==> src/srtf_pkg.sv <==
// Shared types and constants of the shortest-remaining-time scheduler.
package srtf_pkg;

	// Field widths of the stream payloads.
	localparam int ARRIVAL_W = 32;
	localparam int BURST_W = 16;
	localparam int QUANTUM_W = 8;
	localparam int CLOCK_W = 32;
	localparam int SUM_W = 40;
	localparam int STATUS_W = 3;
	localparam int TASK_INDEX_W = 6;
	localparam int UNFINISHED_W = 7;
	localparam int S_TDATA_W = 48;
	localparam int M_TDATA_W = 216;

	// Quantum after reset.
	localparam logic [QUANTUM_W-1:0] QUANTUM_RESET = 8'd4;

	// Command codes carried on the input tuser.
	localparam logic CMD_ADD = 1'b0;
	localparam logic CMD_STEP = 1'b1;

	// Result status codes carried on the output tuser.
	localparam logic [STATUS_W-1:0] ST_ADDED = 3'd0;
	localparam logic [STATUS_W-1:0] ST_FULL = 3'd1;
	localparam logic [STATUS_W-1:0] ST_IDLE_TICK = 3'd2;
	localparam logic [STATUS_W-1:0] ST_PREEMPTED = 3'd3;
	localparam logic [STATUS_W-1:0] ST_FINISHED = 3'd4;
	localparam logic [STATUS_W-1:0] ST_ALL_DONE = 3'd5;

	// Best-candidate record handed from cell to cell during a search.
	typedef struct packed {
		logic found;
		logic [BURST_W-1:0] left;
		logic [ARRIVAL_W-1:0] arrival;
		logic [BURST_W-1:0] burst;
	} token_t;

	// Write command broadcast to the cells; the slot index travels beside it.
	typedef struct packed {
		logic en;
		logic load;
		logic [ARRIVAL_W-1:0] arrival;
		logic [BURST_W-1:0] burst;
		logic [BURST_W-1:0] left;
	} cell_cmd_t;

endpackage

==> src/srtf_cell.sv <==
// One table slot of the scheduler with its stage of the minimum search chain.
module srtf_cell #(
	parameter int IDX_W = 6,
	parameter int CNT_W = 7,
	parameter int MY_IDX = 0
) (
	input logic clk,
	input logic arst_n,
	input srtf_pkg::cell_cmd_t cmd,
	input logic [IDX_W-1:0] cmd_idx,
	input logic [CNT_W-1:0] task_count,
	input logic [srtf_pkg::CLOCK_W-1:0] clock_ticks,
	input srtf_pkg::token_t tok_in,
	input logic [IDX_W-1:0] idx_in,
	output srtf_pkg::token_t tok_out,
	output logic [IDX_W-1:0] idx_out
);

	logic [srtf_pkg::ARRIVAL_W-1:0] arrival_q;
	logic [srtf_pkg::BURST_W-1:0] burst_q;
	logic [srtf_pkg::BURST_W-1:0] left_q;
	srtf_pkg::token_t tok_q;
	logic [IDX_W-1:0] idx_q;
	logic eligible;
	logic take;

	// Slot contents are written by an add or by the update after a run.
	always_ff @(posedge clk) begin
		if (cmd.en && (cmd_idx == IDX_W'(MY_IDX))) begin
			left_q <= cmd.left;
			if (cmd.load) begin
				arrival_q <= cmd.arrival;
				burst_q <= cmd.burst;
			end
		end
	end

	// A slot competes when it is filled, unfinished and has arrived.
	// A strict compare keeps the earlier slot on a tie.
	always_comb begin
		eligible = (CNT_W'(MY_IDX) < task_count) && (left_q != '0)
			&& (arrival_q <= clock_ticks);
		take = eligible && (!tok_in.found || (left_q < tok_in.left));
	end

	// Registered hand-off of the best candidate so far to the next cell.
	always_ff @(posedge clk or negedge arst_n) begin
		if (!arst_n) begin
			tok_q <= '0;
			idx_q <= '0;
		end else if (take) begin
			tok_q.found <= 1'b1;
			tok_q.left <= left_q;
			tok_q.arrival <= arrival_q;
			tok_q.burst <= burst_q;
			idx_q <= IDX_W'(MY_IDX);
		end else begin
			tok_q <= tok_in;
			idx_q <= idx_in;
		end
	end

	assign tok_out = tok_q;
	assign idx_out = idx_q;

endmodule
==> config.mk <==
export PLATFORM = sky130hd
export DESIGN_NAME = srtf_cell
export DESIGN_NICKNAME = d
export VERILOG_FILES = /design/src/srtf_pkg.sv /design/src/srtf_cell.sv
export SDC_FILE = /design/constraint.sdc
export NUM_CORES = 1
export LEC_CHECK = 0
export ABC_AREA = 1
export BUFFER_PORTS_ARGS = -buffer_cell sky130_fd_sc_hd__buf_4
export CAP_MARGIN = 25
export CORE_MARGIN = 2
export CORE_UTILIZATION = 35
export DETAILED_ROUTE_END_ITERATION = 8
export HOLD_SLACK_MARGIN = 0.08
export PLACE_DENSITY = 0.65
export SLEW_MARGIN = 20
export SYNTH_ARGS = -nofsm -noshare
export SYNTH_HDL_FRONTEND = slang
export SYNTH_SLANG_ARGS = --single-unit
==> constraint.sdc <==
create_clock -name clk -period 3.36 [get_ports clk]
set_input_delay 0.672 -clock clk [delete_from_list [all_inputs] [get_ports clk]]
set_output_delay 0.672 -clock clk [all_outputs]
set_load 0.01 [all_outputs]
* Yosys cells after proc, flatten, opt, wreduce, memory -nomap -nowiden
Cells that the tools add are included.
** Storage, ports and cells
- Register bits after elaboration :: 135
- Output and inout port bits :: 71
- Logic and storage cells :: 22
- Input bits :: 184
** Cells by class
- Order comparisons :: 3
- Reduce and logical (&&, ||, !) cells :: 9
- Muxes and demuxes :: 2
** Operator list (number)
- $mux 65 :: 1
- $le 32x32->1 :: 1
- $lt 16x16->1 :: 1
- $reduce_bool 16->1 :: 1
- $lt 1x7->1 const A :: 1
- $logic_not 6->1 :: 1
- $mux 6 :: 1
- $logic_and 1x1->1 :: 4
- $reduce_and 2->1 :: 1
- $logic_not 1->1 :: 1
- $logic_or 1x1->1 :: 1

* Longest topological paths before layout
Gate-level depths: netlist of run 1.
- Depth in word-level cells :: 5
- Depth in mapped cells :: 18
- Mapped depth without buffers :: 17

* Worst setup path before layout of run 1
No wires, ideal clock.
- Path kind :: input -> register
- Start :: in cmd_idx[1]
- End :: reg arrival_q[0] (netlist bit), enable pin
- Arrival time :: 2680 ps
- Path buffers :: 0
- Setup time :: 410 ps
- Stages on the path :: 3
- Data required time :: 2950 ps
- Slack :: 270 ps
- Cells stage by stage :: nor4_1 and3_1 and2_1
** Between the ends
- Cells in the longest elaborated chain, start to end :: 3
** RTL lines
- from (decl) :: RTL line srtf_cell.sv:10 : input logic [IDX_W-1:0] cmd_idx,
- $logic_not 6->1 :: RTL line srtf_cell.sv:29 : if (cmd.en && (cmd_idx == IDX_W'(MY_IDX))) begin
- $logic_and 1x1->1 :: RTL line srtf_cell.sv:29
- $reduce_and 2->1 (no source line)
- to (signal assigned) :: RTL line srtf_cell.sv:32 : arrival_q <= cmd.arrival;
- to (decl) :: RTL line srtf_cell.sv:19 : logic [srtf_pkg::ARRIVAL_W-1:0] arrival_q;
Every way passes these cells.
A chain may end at the register's enable or synchronous reset.

* Worst setup path after layout of run 1
- Start :: reg left_q[15] (netlist bit)
- End :: reg tok_q (netlist bit tok_out[19])
** Between the ends
- Cells in the longest elaborated chain, start to end :: 5
- Elaborated cells on any way between the ends :: 7
- Those cells by class :: 1 x order compare; 1 x mux; 5 x reduce/logical
** RTL lines
- from (decl) :: RTL line srtf_cell.sv:21 : logic [srtf_pkg::BURST_W-1:0] left_q;
- from (signal assigned) :: RTL line srtf_cell.sv:30 : left_q <= cmd.left;
- parallel branches: the longest is 3 deep, another holds $lt 16x16->1
- $logic_and 1x1->1 (*) :: RTL line srtf_cell.sv:43 : take = eligible && (!tok_in.found || (left_q < tok_in.left));
- $mux 65 (*) :: RTL line srtf_cell.sv:51 : end else if (take) begin
- to (signal assigned) :: RTL line srtf_cell.sv:58 : tok_q <= tok_in;
- to (decl) :: RTL line srtf_cell.sv:22 : srtf_pkg::token_t tok_q;
Every way passes the cells marked *.

==> impl_results.md, run 1 <==
- Final hold violations: 0
- Slew headroom: 66.4%
- Main combinational cell family by area after synthesis: simple AND/OR/NAND/NOR gates
- GRT Residual Overflow: 0
- Pwr dens: about 490 mW/mm^2
- Starting Density: 35.4%
- M1 WL: ~6.8 mm
- CTS buffer count: 17
- Die X: 139 um
- Clock transition at path regs: 60 ps
- Via count: 5,029
- Routed met2 length: 8.71 mm
- # IOs: 255
- DR iter-0 viols: 255
- Top layer in use: met4
- Most frequent cells in the layout: buf_4 (257), nand2_1 (185), dfrtp_1 (71)
- Status: complete, no violations
- Worst R2R Start: left_q[15]$_DFFE_PP_
- Max Root-Sink Buffers: 2
- CTS root buf: clkbuf_16
- Critical Path Start: left_q[15]$_DFFE_PP_
- Die height: 139 um
- Max-cap violations: 0
- Most common cell after layout, fill and taps aside: buf_4
- Critical path cell sequence: ha_1 > nand2_1 > inv_1 > nand3_1 > inv_1 > a21oi_2 > nand2_2 > nand2_4 > buf_4 > nand4_1 > nand2_1
- Vias in the first global route: 5,354
- Setup crit end: tok_out[19]$_DFF_PN0_
- Postcts setup bufs: 0
- Placer Congestion: between 0.8 and 0.9
- Antenna Nets Post-Route: 0
- IO buf count: 254
- Worst EP required: about 3700 ps
- Total Wirelength: roughly 17 mm
- Crit-path max FO: 45
- FILL cells: 1,681
- Seq/Total Area, Yosys: 58.3%
- RSZ-0062 raised after global routing: false
- Residual DRC count: 0
- Multiplexer share of the synthesized area: 0%
- Post-layout net count: 1,075
- Startpoint Class: flop
- Synthesis-to-layout area growth: 41.2%
- Max VDD drop: 0.348 mV
- Max-slew violation count: 0
- # hold bufs at CTS: 0
- DR vias/cell: 4.63
- Setup violators final: 0
- Ant. Diodes: 0
- FF-to-FF setup slack: 950 ps
- DPL Wire Length: 12.3 mm
- Worst-Skew Late Latency: 410 ps
- Share of layout cells above drive strength 1: 35.5%
- R2r endpoint: tok_out[19]$_DFF_PN0_
- Setup crit end kind: flop
- Final TNS setup: 0 ps
- Synthesized area: 0.00635 mm^2
- Leak: approximately 0.0046 uW
- Routed wire per std cell: 15.6 um
- Min-delay worst type: primary input to async pin
- Crit path DAT: 2750 ps
- Fin crit share: 71.9%
- Synth unique cells: 30
- Gr usage total: 18.1%
- Synth Area in Compound Gates: 2.92%
- Post-Synth XOR/XNOR Area: 0%
- Die area: 0.0192 mm^2
- Register bit total from synthesis: between 100 and 150
- Net Count, Synth: 822
- Warnings from Yosys: 0
- First-pass GRT wire length: 27.2 mm
- Simple-gate portion of the synthesized area: 20.4%
- Final Skew: 9.18 ps
- Max incr delay on CP: 510 ps
- Slew @ Worst Pin: 504 ps
- R2R cell count: 11
- Routed met3 length: just over 900 um
- Initial antenna violation count: 0
- CORE AREA: 0.0179 mm^2
- Final Cell Area: 0.00896 mm^2
- Initial DRT Pass Iterations: 4
- Row Count: 49
- CP max-delay cell: buf_4
- PostCTS Resize Cnt: 0
- Post-layout minimum cycle time: 2410 ps
- Fmax: 414 MHz
- Post-Synth Adder-Cell Area: 9.27%
- CTS Sinks: 135
- Dpl cell area: between 0.008 and 0.009 mm^2
- Synthesized netlist cell count: 591
- Avg Cell Area, Syn: 10.7 um^2
- Largest net degree at the start of global routing: 72
- CTS tree: done
- Setup Crit Path Kind: flop to flop
- Htree depth: 4
==> worst max-delay path: cells and delay by family (launching register included) <==
kind / cells / cell delay, ps
AND/OR/NAND/NOR: 6 / 830
adder cells (fa/ha/maj): 1 / 320
buffers and inverters: 3 / 610
flip-flops: 1 / 430
AO/OA/AOI/OAI: 1 / 140
==> flip-flops by register name, indices dropped and copies added, names as in the netlist <==
signal and count:
idx_out 6, arrival_q 32, tok_out 65, burst_q 16, left_q 16
==> power breakdown <==
part	leakage [uW]	internal, uW	switching, uW
clock	0.000309	1270	676
sequential	0.00143	1810	24.3
combinational	0.00284	310	277
total	0.00457	3390	978
==> final cells by class <==
class / count / area [um^2] / area share (%)
Sequential cell: 135 / 3700 / 41.3
Multi-Input combinational cell: 362 / 2070 / 23.1
Timing Repair Buffer: 262 / 2040 / 22.7
Clock buffer: 25 / 505 / 5.64
Tap cell: 229 / 287 / 3.20
Inverter: 66 / 248 / 2.76
Clock inverter: 7 / 114 / 1.27
==> cell usage after synthesis <==
master	number	area [um^2]
a21o_1	3	22.5
a21oi_1	19	95.1
a21oi_2	2	17.5
and2_1	1	6.26
and3_1	1	6.26
buf_12	7	140
buf_2	6	30.0
buf_4	1	7.51
buf_6	12	135
clkbuf_4	1	7.51
clkbuf_8	1	13.8
dfrtp_1	71	1780
edfxtp_1	64	1920
ha_1	47	588
inv_1	64	240
inv_2	2	7.51
nand2_1	185	694
nand2_2	2	12.5
nand2_4	2	22.5
nand3_1	4	20.0
nand3_4	1	17.5
nand4_1	66	413
nor2_1	12	45.0
nor2_2	2	12.5
nor3_1	1	5.00
nor4_1	6	37.5
o21a_1	2	15.0
o21ai_0	4	20.0
o21ai_1	1	5.00
o21ba_2	1	10.0
==> per-layer routing <==
metal / track usage (%) / up-vias
li1: - / 2498
met1: 20.9 / 2326
met2: 31.4 / 174
met3: 4.59 / 31
met4: 8.98 / 0
met5: 0 / -
==> stage by stage <==
stage	std cells	util, %	hold WS [ps]	setup slack (ps)	power [uW]
5_1_grt	1086	50.1	201	756	4560
6_report	1086	50.1	190	945	4370
2_1_floorplan	591	-	376	270	2120
3_5_place_dp	1053	46.4	485	584	2460
4_1_cts	1085	49.9	401	943	4430
3_3_place_gp	1053	46.4	483	609	2450
==> how the worst min path moves through the flow <==
stage	slack [ps]	start	end
finish	190	arst_n	idx_out[4]$_DFF_PN0_
global route	200	arst_n	idx_out[0]$_DFF_PN0_
CTS	400	cmd[2]	left_q[2]$_DFFE_PP_
detailed placement	480	burst_q[14]$_DFFE_PP_	tok_out[14]$_DFF_PN0_
global placement	480	burst_q[12]$_DFFE_PP_	tok_out[12]$_DFF_PN0_
floorplan	380	arst_n	idx_out[0]$_DFF_PN0_
==> cell families (layout without fill, tap and decap cells) <==
group | after synthesis | in the layout
AO/OA/AOI/OAI | 32 | 32
adder cells (fa/ha/maj) | 47 | 47
buffers and inverters | 94 | 360
flip-flops | 135 | 135
AND/OR/NAND/NOR | 283 | 283
(Power assumes the default switching activity.)
==> run 2: changes to the inputs <==
--- a/config.mk
+++ b/config.mk
@@ -12,7 +12,7 @@
 export CORE_UTILIZATION = 35
 export DETAILED_ROUTE_END_ITERATION = 8
 export HOLD_SLACK_MARGIN = 0.08
-export PLACE_DENSITY = 0.65
+export PLACE_DENSITY = 0.67
 export SLEW_MARGIN = 20
 export SYNTH_ARGS = -nofsm -noshare
 export SYNTH_HDL_FRONTEND = slang
==> constraint.sdc (replaced) <==
create_clock -name clk -period 2.2 [get_ports clk]
set_input_delay 0.44 -clock clk [delete_from_list [all_inputs] [get_ports clk]]
set_output_delay 0.44 -clock clk [all_outputs]
set_load 0.01 [all_outputs]
==> run 2 against run 1 <==
  * Global-route usage fell by 0.40 points
  * Fmax rose by 15%
  * Clock power is 43% higher
  * Wire length about the same
  * Largest power group is now sequential cells
  * Cell count is 1.3% higher
  * Non-clock buffer count up 14
==> impl_results.md, run 2 (synthesized netlist as in run 1, its figures left out) <==
- Die X: 139 um (unchanged)
- Max VDD drop: 0.503 mV (+45%)
- Post-layout minimum cycle time: 2100 ps (-313 ps)
- # IOs: 255 (unchanged)
- WP buf/inv: 1 (-2)
- DR vias/cell: 4.60 (-0.74%)
- Area of the multi-input gates: 0.00209 mm^2 (+0.60%)
- CTS tree: done
- Setup crit end kind: flop
- Most frequent cells in the layout: buf_4 (267), nand2_1 (185), dfrtp_1 (71)
- Slew headroom: 63.7% (-2.7 points)
- Post-layout net count: 1,089 (+1.3%)
- Seq. cell area: 0.00370 mm^2 (unchanged)
- Synthesis-to-layout area growth: 42.9%
- Largest net degree at the start of global routing: 41 (-43%)
- Non-filler cells, final: 1,100 (+1.3%)
- Leak: 0.00463 uW (+1.2%)
- RSZ-0062 raised after global routing: true
- Routed wire per std cell: 15.4 um (-1.3%)
- Placer Congestion: 0.870 (+2.2%)
- CP top delay family: simple AND/OR/NAND/NOR gates
- Fin util: 50.7% (+0.60 points)
- DR iter-0 viols: 193 (-24%)
- Htree depth: 4 (unchanged)
- Pwr dens: 715 mW/mm^2 (+47%)
- Most common cell after layout, fill and taps aside: buf_4
- Max Root-Sink Buffers: 2 (unchanged)
- Placed Cells: 1,065 (+1.1%)
- Via count: 5,056 (+0.54%)
- Final Skew: 10.6 ps (+1.38 ps)
- Setup Crit Path Kind: flop to flop
- Initial DRT Pass Iterations: 4 (unchanged)
- Worst EP required: 2490 ps (-1210 ps)
- FILL cells: 1,658 (-1.4%)
- Status: complete, no violations
- CORE AREA: 0.0179 mm^2 (unchanged)
- First-pass GRT wire length: 26.4 mm (-2.6%)
- Crit-path max FO: 20 (-56%)
- Initial antenna violation count: 0 (unchanged)
- CTS Sinks: 135 (unchanged)
- Fin crit share: 95.6% (+24 points)
- GRT busiest layer: met2
- Ant. Diodes: 0 (unchanged)
- Residual DRC count: 0 (unchanged)
- DPL Wire Length: 13.0 mm (+5.9%)
- Startpoint Class: flop
- Fmax: 476 MHz (+15%)
- Final TNS setup: 0 ps (unchanged)
- Setup violators final: 0 (unchanged)
- CTS root buf: clkbuf_16
- Max FFs per register: 65 (unchanged)
- Vias in the first global route: 5,102 (-4.7%)
- GRT Residual Overflow: 0 (unchanged)
- Crit path DAT: 2390 ps (-360 ps)
- Max-slew violation count: 0 (unchanged)
- M1 GR Usage: 21.8% (+0.92 points)
- Gr usage total: 17.7% (-0.40 points)
- Met2 Usage GRT: 30.1% (-1.3 points)
- Most frequent CP cell: nand2_1
- Die height: 139 um (unchanged)
- Max-cap violations: 0 (unchanged)
- Met3 usage: 4.59% (unchanged)
- Total Wirelength: 16.9 mm (about the same)
- Share of layout cells above drive strength 1: 36.7% (+1.3 points)
- Critical path cell sequence: ha_1 > a21oi_1 > o21a_1 > nand2_1 > a21oi_2 > nand2_2 > nand2_4 > nand3_4 > buf_12 > nand2_1 > nand2_1
- Slew @ Worst Pin: 545 ps (+41.2 ps)
- Final hold violations: 0 (unchanged)
- Max incr delay on CP: 400 ps (-110 ps)
- Starting Density: 35.4% (unchanged)
- Final Cell Area: 0.00907 mm^2 (+1.2%)
- Row Count: 49 (unchanged)
- Min-delay worst type: primary input to flop
- Clock transition at path regs: 60 ps (about the same)
- Dpl cell area: 0.00845 mm^2 (+1.6%)
- Die area: 0.0192 mm^2 (unchanged)
- Antenna Nets Post-Route: 0 (unchanged)
- CTS buffer count: 17 (unchanged)
- Worst-Skew Late Latency: 410 ps (about the same)
- CP max-delay cell: edfxtp_1
- IO buf count: 254 (unchanged)
## run 2: cell types whose count changed in the layout (fill, tap and decap cells not counted), sizes merged
cell         previous run  this run
bufinv                  3         2
inv                    69        66
dlygate4sd3             0         1
buf                   262       275
clkinv                  1         7
clkbuf                 25        23
## run 2: per-stage QoR
step	power, uW	hold slack (ps)	setup slack [ps]
after detailed placement	3780	471	-81.7
final	6490	201	97.9
after global placement	3760	460	-72.2
after floorplan	3230	144	76.5
after global routing	6780	177	-41.4
after CTS	6570	186	64.7
## run 2: path summary, 6_finish.rpt
kind / slack, ps / start / end / depth (start not counted)
min in group asynchronous: 570 / arst_n / tok_out[61]$_DFF_PN0_ / 2
max in group asynchronous: 960 / arst_n / tok_out[23]$_DFF_PN0_ / 3
max: 100 / arrival_q[31]$_DFFE_PP_ / tok_out[1]$_DFF_PN0_ / 11
min: 200 / cmd[2] / left_q[2]$_DFFE_PP_ / 1
max reg2reg: 100 / arrival_q[31]$_DFFE_PP_ / tok_out[1]$_DFF_PN0_ / 11
min reg2reg: 490 / burst_q[3]$_DFFE_PP_ / tok_out[3]$_DFF_PN0_ / 2
## run 2: cell type report
type                            instances  share of cell area (%)
Clock buffer                           23                    5.27
Sequential cell                       135                    40.8
Timing Repair Buffer                  276                    24.0
Tap cell                              229                    3.16
Multi-Input combinational cell        362                    23.0
Inverter                               66                    2.73
Clock inverter                          9                    1.09
## run 2: metal layers
metal | routed length (um) | share of wire, %
met1 | 7060 | 42
met2 | 8400 | 50
met3 | 965 | 5.7
met4 | 509 | 3.0
met5 | 0 | 0
## run 2: timing repair
action / 4_1_cts / 5_1_grt
resized for setup: 0 / 3
hold endpoints to repair: 38 / 0
endpoints found under the setup margin: 0 / 70
hold buffers: 1 / 0
buffers inserted: 0 / 2
## run 2: power by group
group	internal [uW]	switching (uW)	total, uW
logic	490	426	916
registers	2770	37.9	2810
clock network	1750	1020	2770
total	5010	1480	6490
==> run 3: changes to the inputs <==
--- a/config.mk
+++ b/config.mk
@@ -8,7 +8,6 @@
 export ABC_AREA = 1
 export BUFFER_PORTS_ARGS = -buffer_cell sky130_fd_sc_hd__buf_4
 export CAP_MARGIN = 25
-export CORE_MARGIN = 2
 export CORE_UTILIZATION = 35
 export DETAILED_ROUTE_END_ITERATION = 8
 export HOLD_SLACK_MARGIN = 0.08
==> run 3 against run 2 <==
  * Fmax up 2.4%
  * Cell area decreased by 0.63%
  * Die area decreased by 2.9%
  * Cell count shrank 0.82%
  * Sequential share of layout area rose by 0.26 points
  * Count of clock-buffer cells in the layout rose by 4
  * First-iteration DRC count decreased by 22%
  * Global-route usage increased by 0.85 points
  * Non-clock buffer count is 5 lower
  * Flip-flop and latch count stayed put
  * Largest power group unchanged
  * Clock skew up 1.2 ps
==> impl_results.md, run 3 (synthesized netlist as in run 1, its figures left out) <==
- Final hold violations: 0 (unchanged)
- Antenna Nets Post-Route: 0 (unchanged)
- Post-Route Hold Slack: 200 ps (-0.324 ps)
- Post-layout net count: 1,084 (-0.46%)
- Most common cell after layout, fill and taps aside: buf_4
- Leak: 0.00460 uW (-0.64%)
- Initial DRT Pass Iterations: 6 (+2)
- Row Count: 48 (-2.0%)
- Pwr dens: 710 mW/mm^2 (-0.79%)
- Residual DRC count: 0 (unchanged)
- Crit-path max FO: 21 (+5.0%)
- Routed wire per std cell: 15.3 um (-0.73%)
- Ant. Diodes: 0 (unchanged)
- Hold Path Stages: 1 (unchanged)
- Max-slew violation count: 0 (unchanged)
- RSZ-0062 raised after global routing: false
- Top layer in use: met5
- Final TNS setup: 0 ps (unchanged)
- Final Skew: 11.8 ps (+1.21 ps)
- Fmax: 487 MHz (+2.4%)
- Die X: 137 um (-1.4%)
- # IOs: 255 (unchanged)
- Setup crit end kind: flop
- Placer Congestion: 0.815 (-6.3%)
- Hold Path Sink: arrival_q[18]$_DFFE_PP_
- Gr usage total: 18.6% (+0.85 points)
- Post-layout minimum cycle time: 2050 ps (-50.2 ps)
- Starting Density: 36.3% (+0.86 points)
- GRT Residual Overflow: 0 (unchanged)
- Worst-Skew Late Latency: 410 ps (about the same)
- R2R cell count: 11 (unchanged)
- CORE AREA: 0.0175 mm^2 (-2.4%)
- Slew headroom: 64.6% (+0.97 points)
- Die height: 137 um (-1.4%)
- Largest net degree at the start of global routing: 49 (+20%)
- Max Root-Sink Buffers: 2 (unchanged)
- IO buf count: 254 (unchanged)
- R2r endpoint: tok_out[49]$_DFF_PN0_
- FF-to-FF setup slack: 150 ps (+50 ps)
- DPL Wire Length: 12.5 mm (-4.0%)
- Die area: 0.0187 mm^2 (-2.9%)
- Routed met3 length: 974 um (+0.93%)
- M1 WL: 6.86 mm (-2.9%)
- Setup violators final: 0 (unchanged)
- Htree depth: 4 (unchanged)
- Min-delay src: cmd[50]
- Min-delay worst type: primary input to flop
- First-pass GRT wire length: 25.9 mm (-2.2%)
- Final Cell Area: 0.00901 mm^2 (-0.63%)
- Routed met2 length: 8.55 mm (+1.8%)
- Worst R2R Start: arrival_q[23]$_DFFE_PP_
- Slew @ Worst Pin: 531 ps (-14.6 ps)
- Max VDD drop: 0.529 mV (+5.0%)
- Crit path DAT: 2340 ps (-50 ps)
- Worst EP required: 2490 ps (about the same)
- DR iter-0 viols: 150 (-22%)
- Synthesis-to-layout area growth: 42.0%
- Fin crit share: 93.3% (-2.3 points)
- Dpl cell area: 0.00842 mm^2 (-0.41%)
- CTS root buf: clkbuf_16
- Via count: 5,069 (+0.26%)
- Total Wirelength: 16.7 mm (-1.5%)
- Max FFs per register: 65 (unchanged)
- Setup Crit Path Kind: flop to flop
- Vias in the first global route: 5,180 (+1.5%)
- DR vias/cell: 4.65 (+1.1%)
- Clock transition at path regs: 60 ps (about the same)
- Startpoint Class: flop
- Most frequent cells in the layout: buf_4 (262), nand2_1 (185), dfrtp_1 (71)
- Share of layout cells above drive strength 1: 36.1% (-0.60 points)
- Initial antenna violation count: 1 (+1)
- CTS tree: done
- CTS Sinks: 135 (unchanged)
- CTS buffer count: 17 (unchanged)
- Status: complete, no violations
- Max-cap violations: 0 (unchanged)
-- run 3: cell types whose count changed in the layout (fill, tap and decap cells not counted), moves of 2 or more --
cell	previous run	this run
bufinv_16	2	0
clkbuf_8	3	5
buf_4	267	262
clkinv_2	6	2
nor2_2	4	2
-- run 3: worst max path at each step --
stage	end	from	cells past startpoint
2_1_floorplan	arrival_q[0]$_DFFE_PP_	cmd_idx[1]	3
3_3_place_gp	tok_out[49]$_DFF_PN0_	clock_ticks[31]	13
3_5_place_dp	tok_out[35]$_DFF_PN0_	clock_ticks[23]	13
4_1_cts	tok_out[49]$_DFF_PN0_	arrival_q[31]$_DFFE_PP_	11
5_1_grt	tok_out[41]$_DFF_PN0_	arrival_q[5]$_DFFE_PP_	14
6_report	tok_out[49]$_DFF_PN0_	arrival_q[23]$_DFFE_PP_	11
-- run 3: cell type report --
class / count / area (um^2)
clock inverters: 5 / 33.8
inverters: 66 / 248
repair buffers: 271 / 2140
flip-flops and latches: 135 / 3700
fillers: 1577 / 8460
well taps: 225 / 282
clock buffers: 27 / 534
multi-input cells: 362 / 2080
-- run 3: routing by layer --
metal  track usage (%)  up-vias
li1                  -     2521
met4              6.36        2
met5                 0        -
met2              32.4      147
met1              21.7     2381
met3              5.30       18
-- run 3: worst max-delay path: stages, from the launching register on --
cell and delay [ps]:
edfxtp_1 390, ha_1 330, nand2_1 80, nor2_2 150, nand4_1 160, nor2_4 150
nand2_1 100, nand2_4 120, nand3_4 120, buf_12 190, nand2_1 60, nand2_1 60
-- run 3: report_power, final --
group / internal [uW] / switching (uW) / total (uW)
combinational: 492 / 426 / 918
sequential: 2770 / 36.1 / 2800
clock: 1660 / 1010 / 2670
-- run 3: timing repair --
action / 4_1_cts / 5_1_grt
endpoints found under the hold margin: 32 / 0
setup buffers: 0 / 1
hold buffers: 1 / 0
setup endpoints to repair: 0 / 68
resized for setup: 0 / 3
-- run 3: stage by stage --
step | worst slack, ps | util [%] | instances | power [uW]
final | 148 | 51.6 | 1091 | 6400
after global routing | 2.26 | 51.6 | 1091 | 6670
after global placement | 12.3 | 48.2 | 1057 | 3760
after CTS | 126 | 51.5 | 1090 | 6490
after detailed placement | -13.6 | 48.2 | 1057 | 3780
after floorplan | 76.5 | - | 591 | 3230
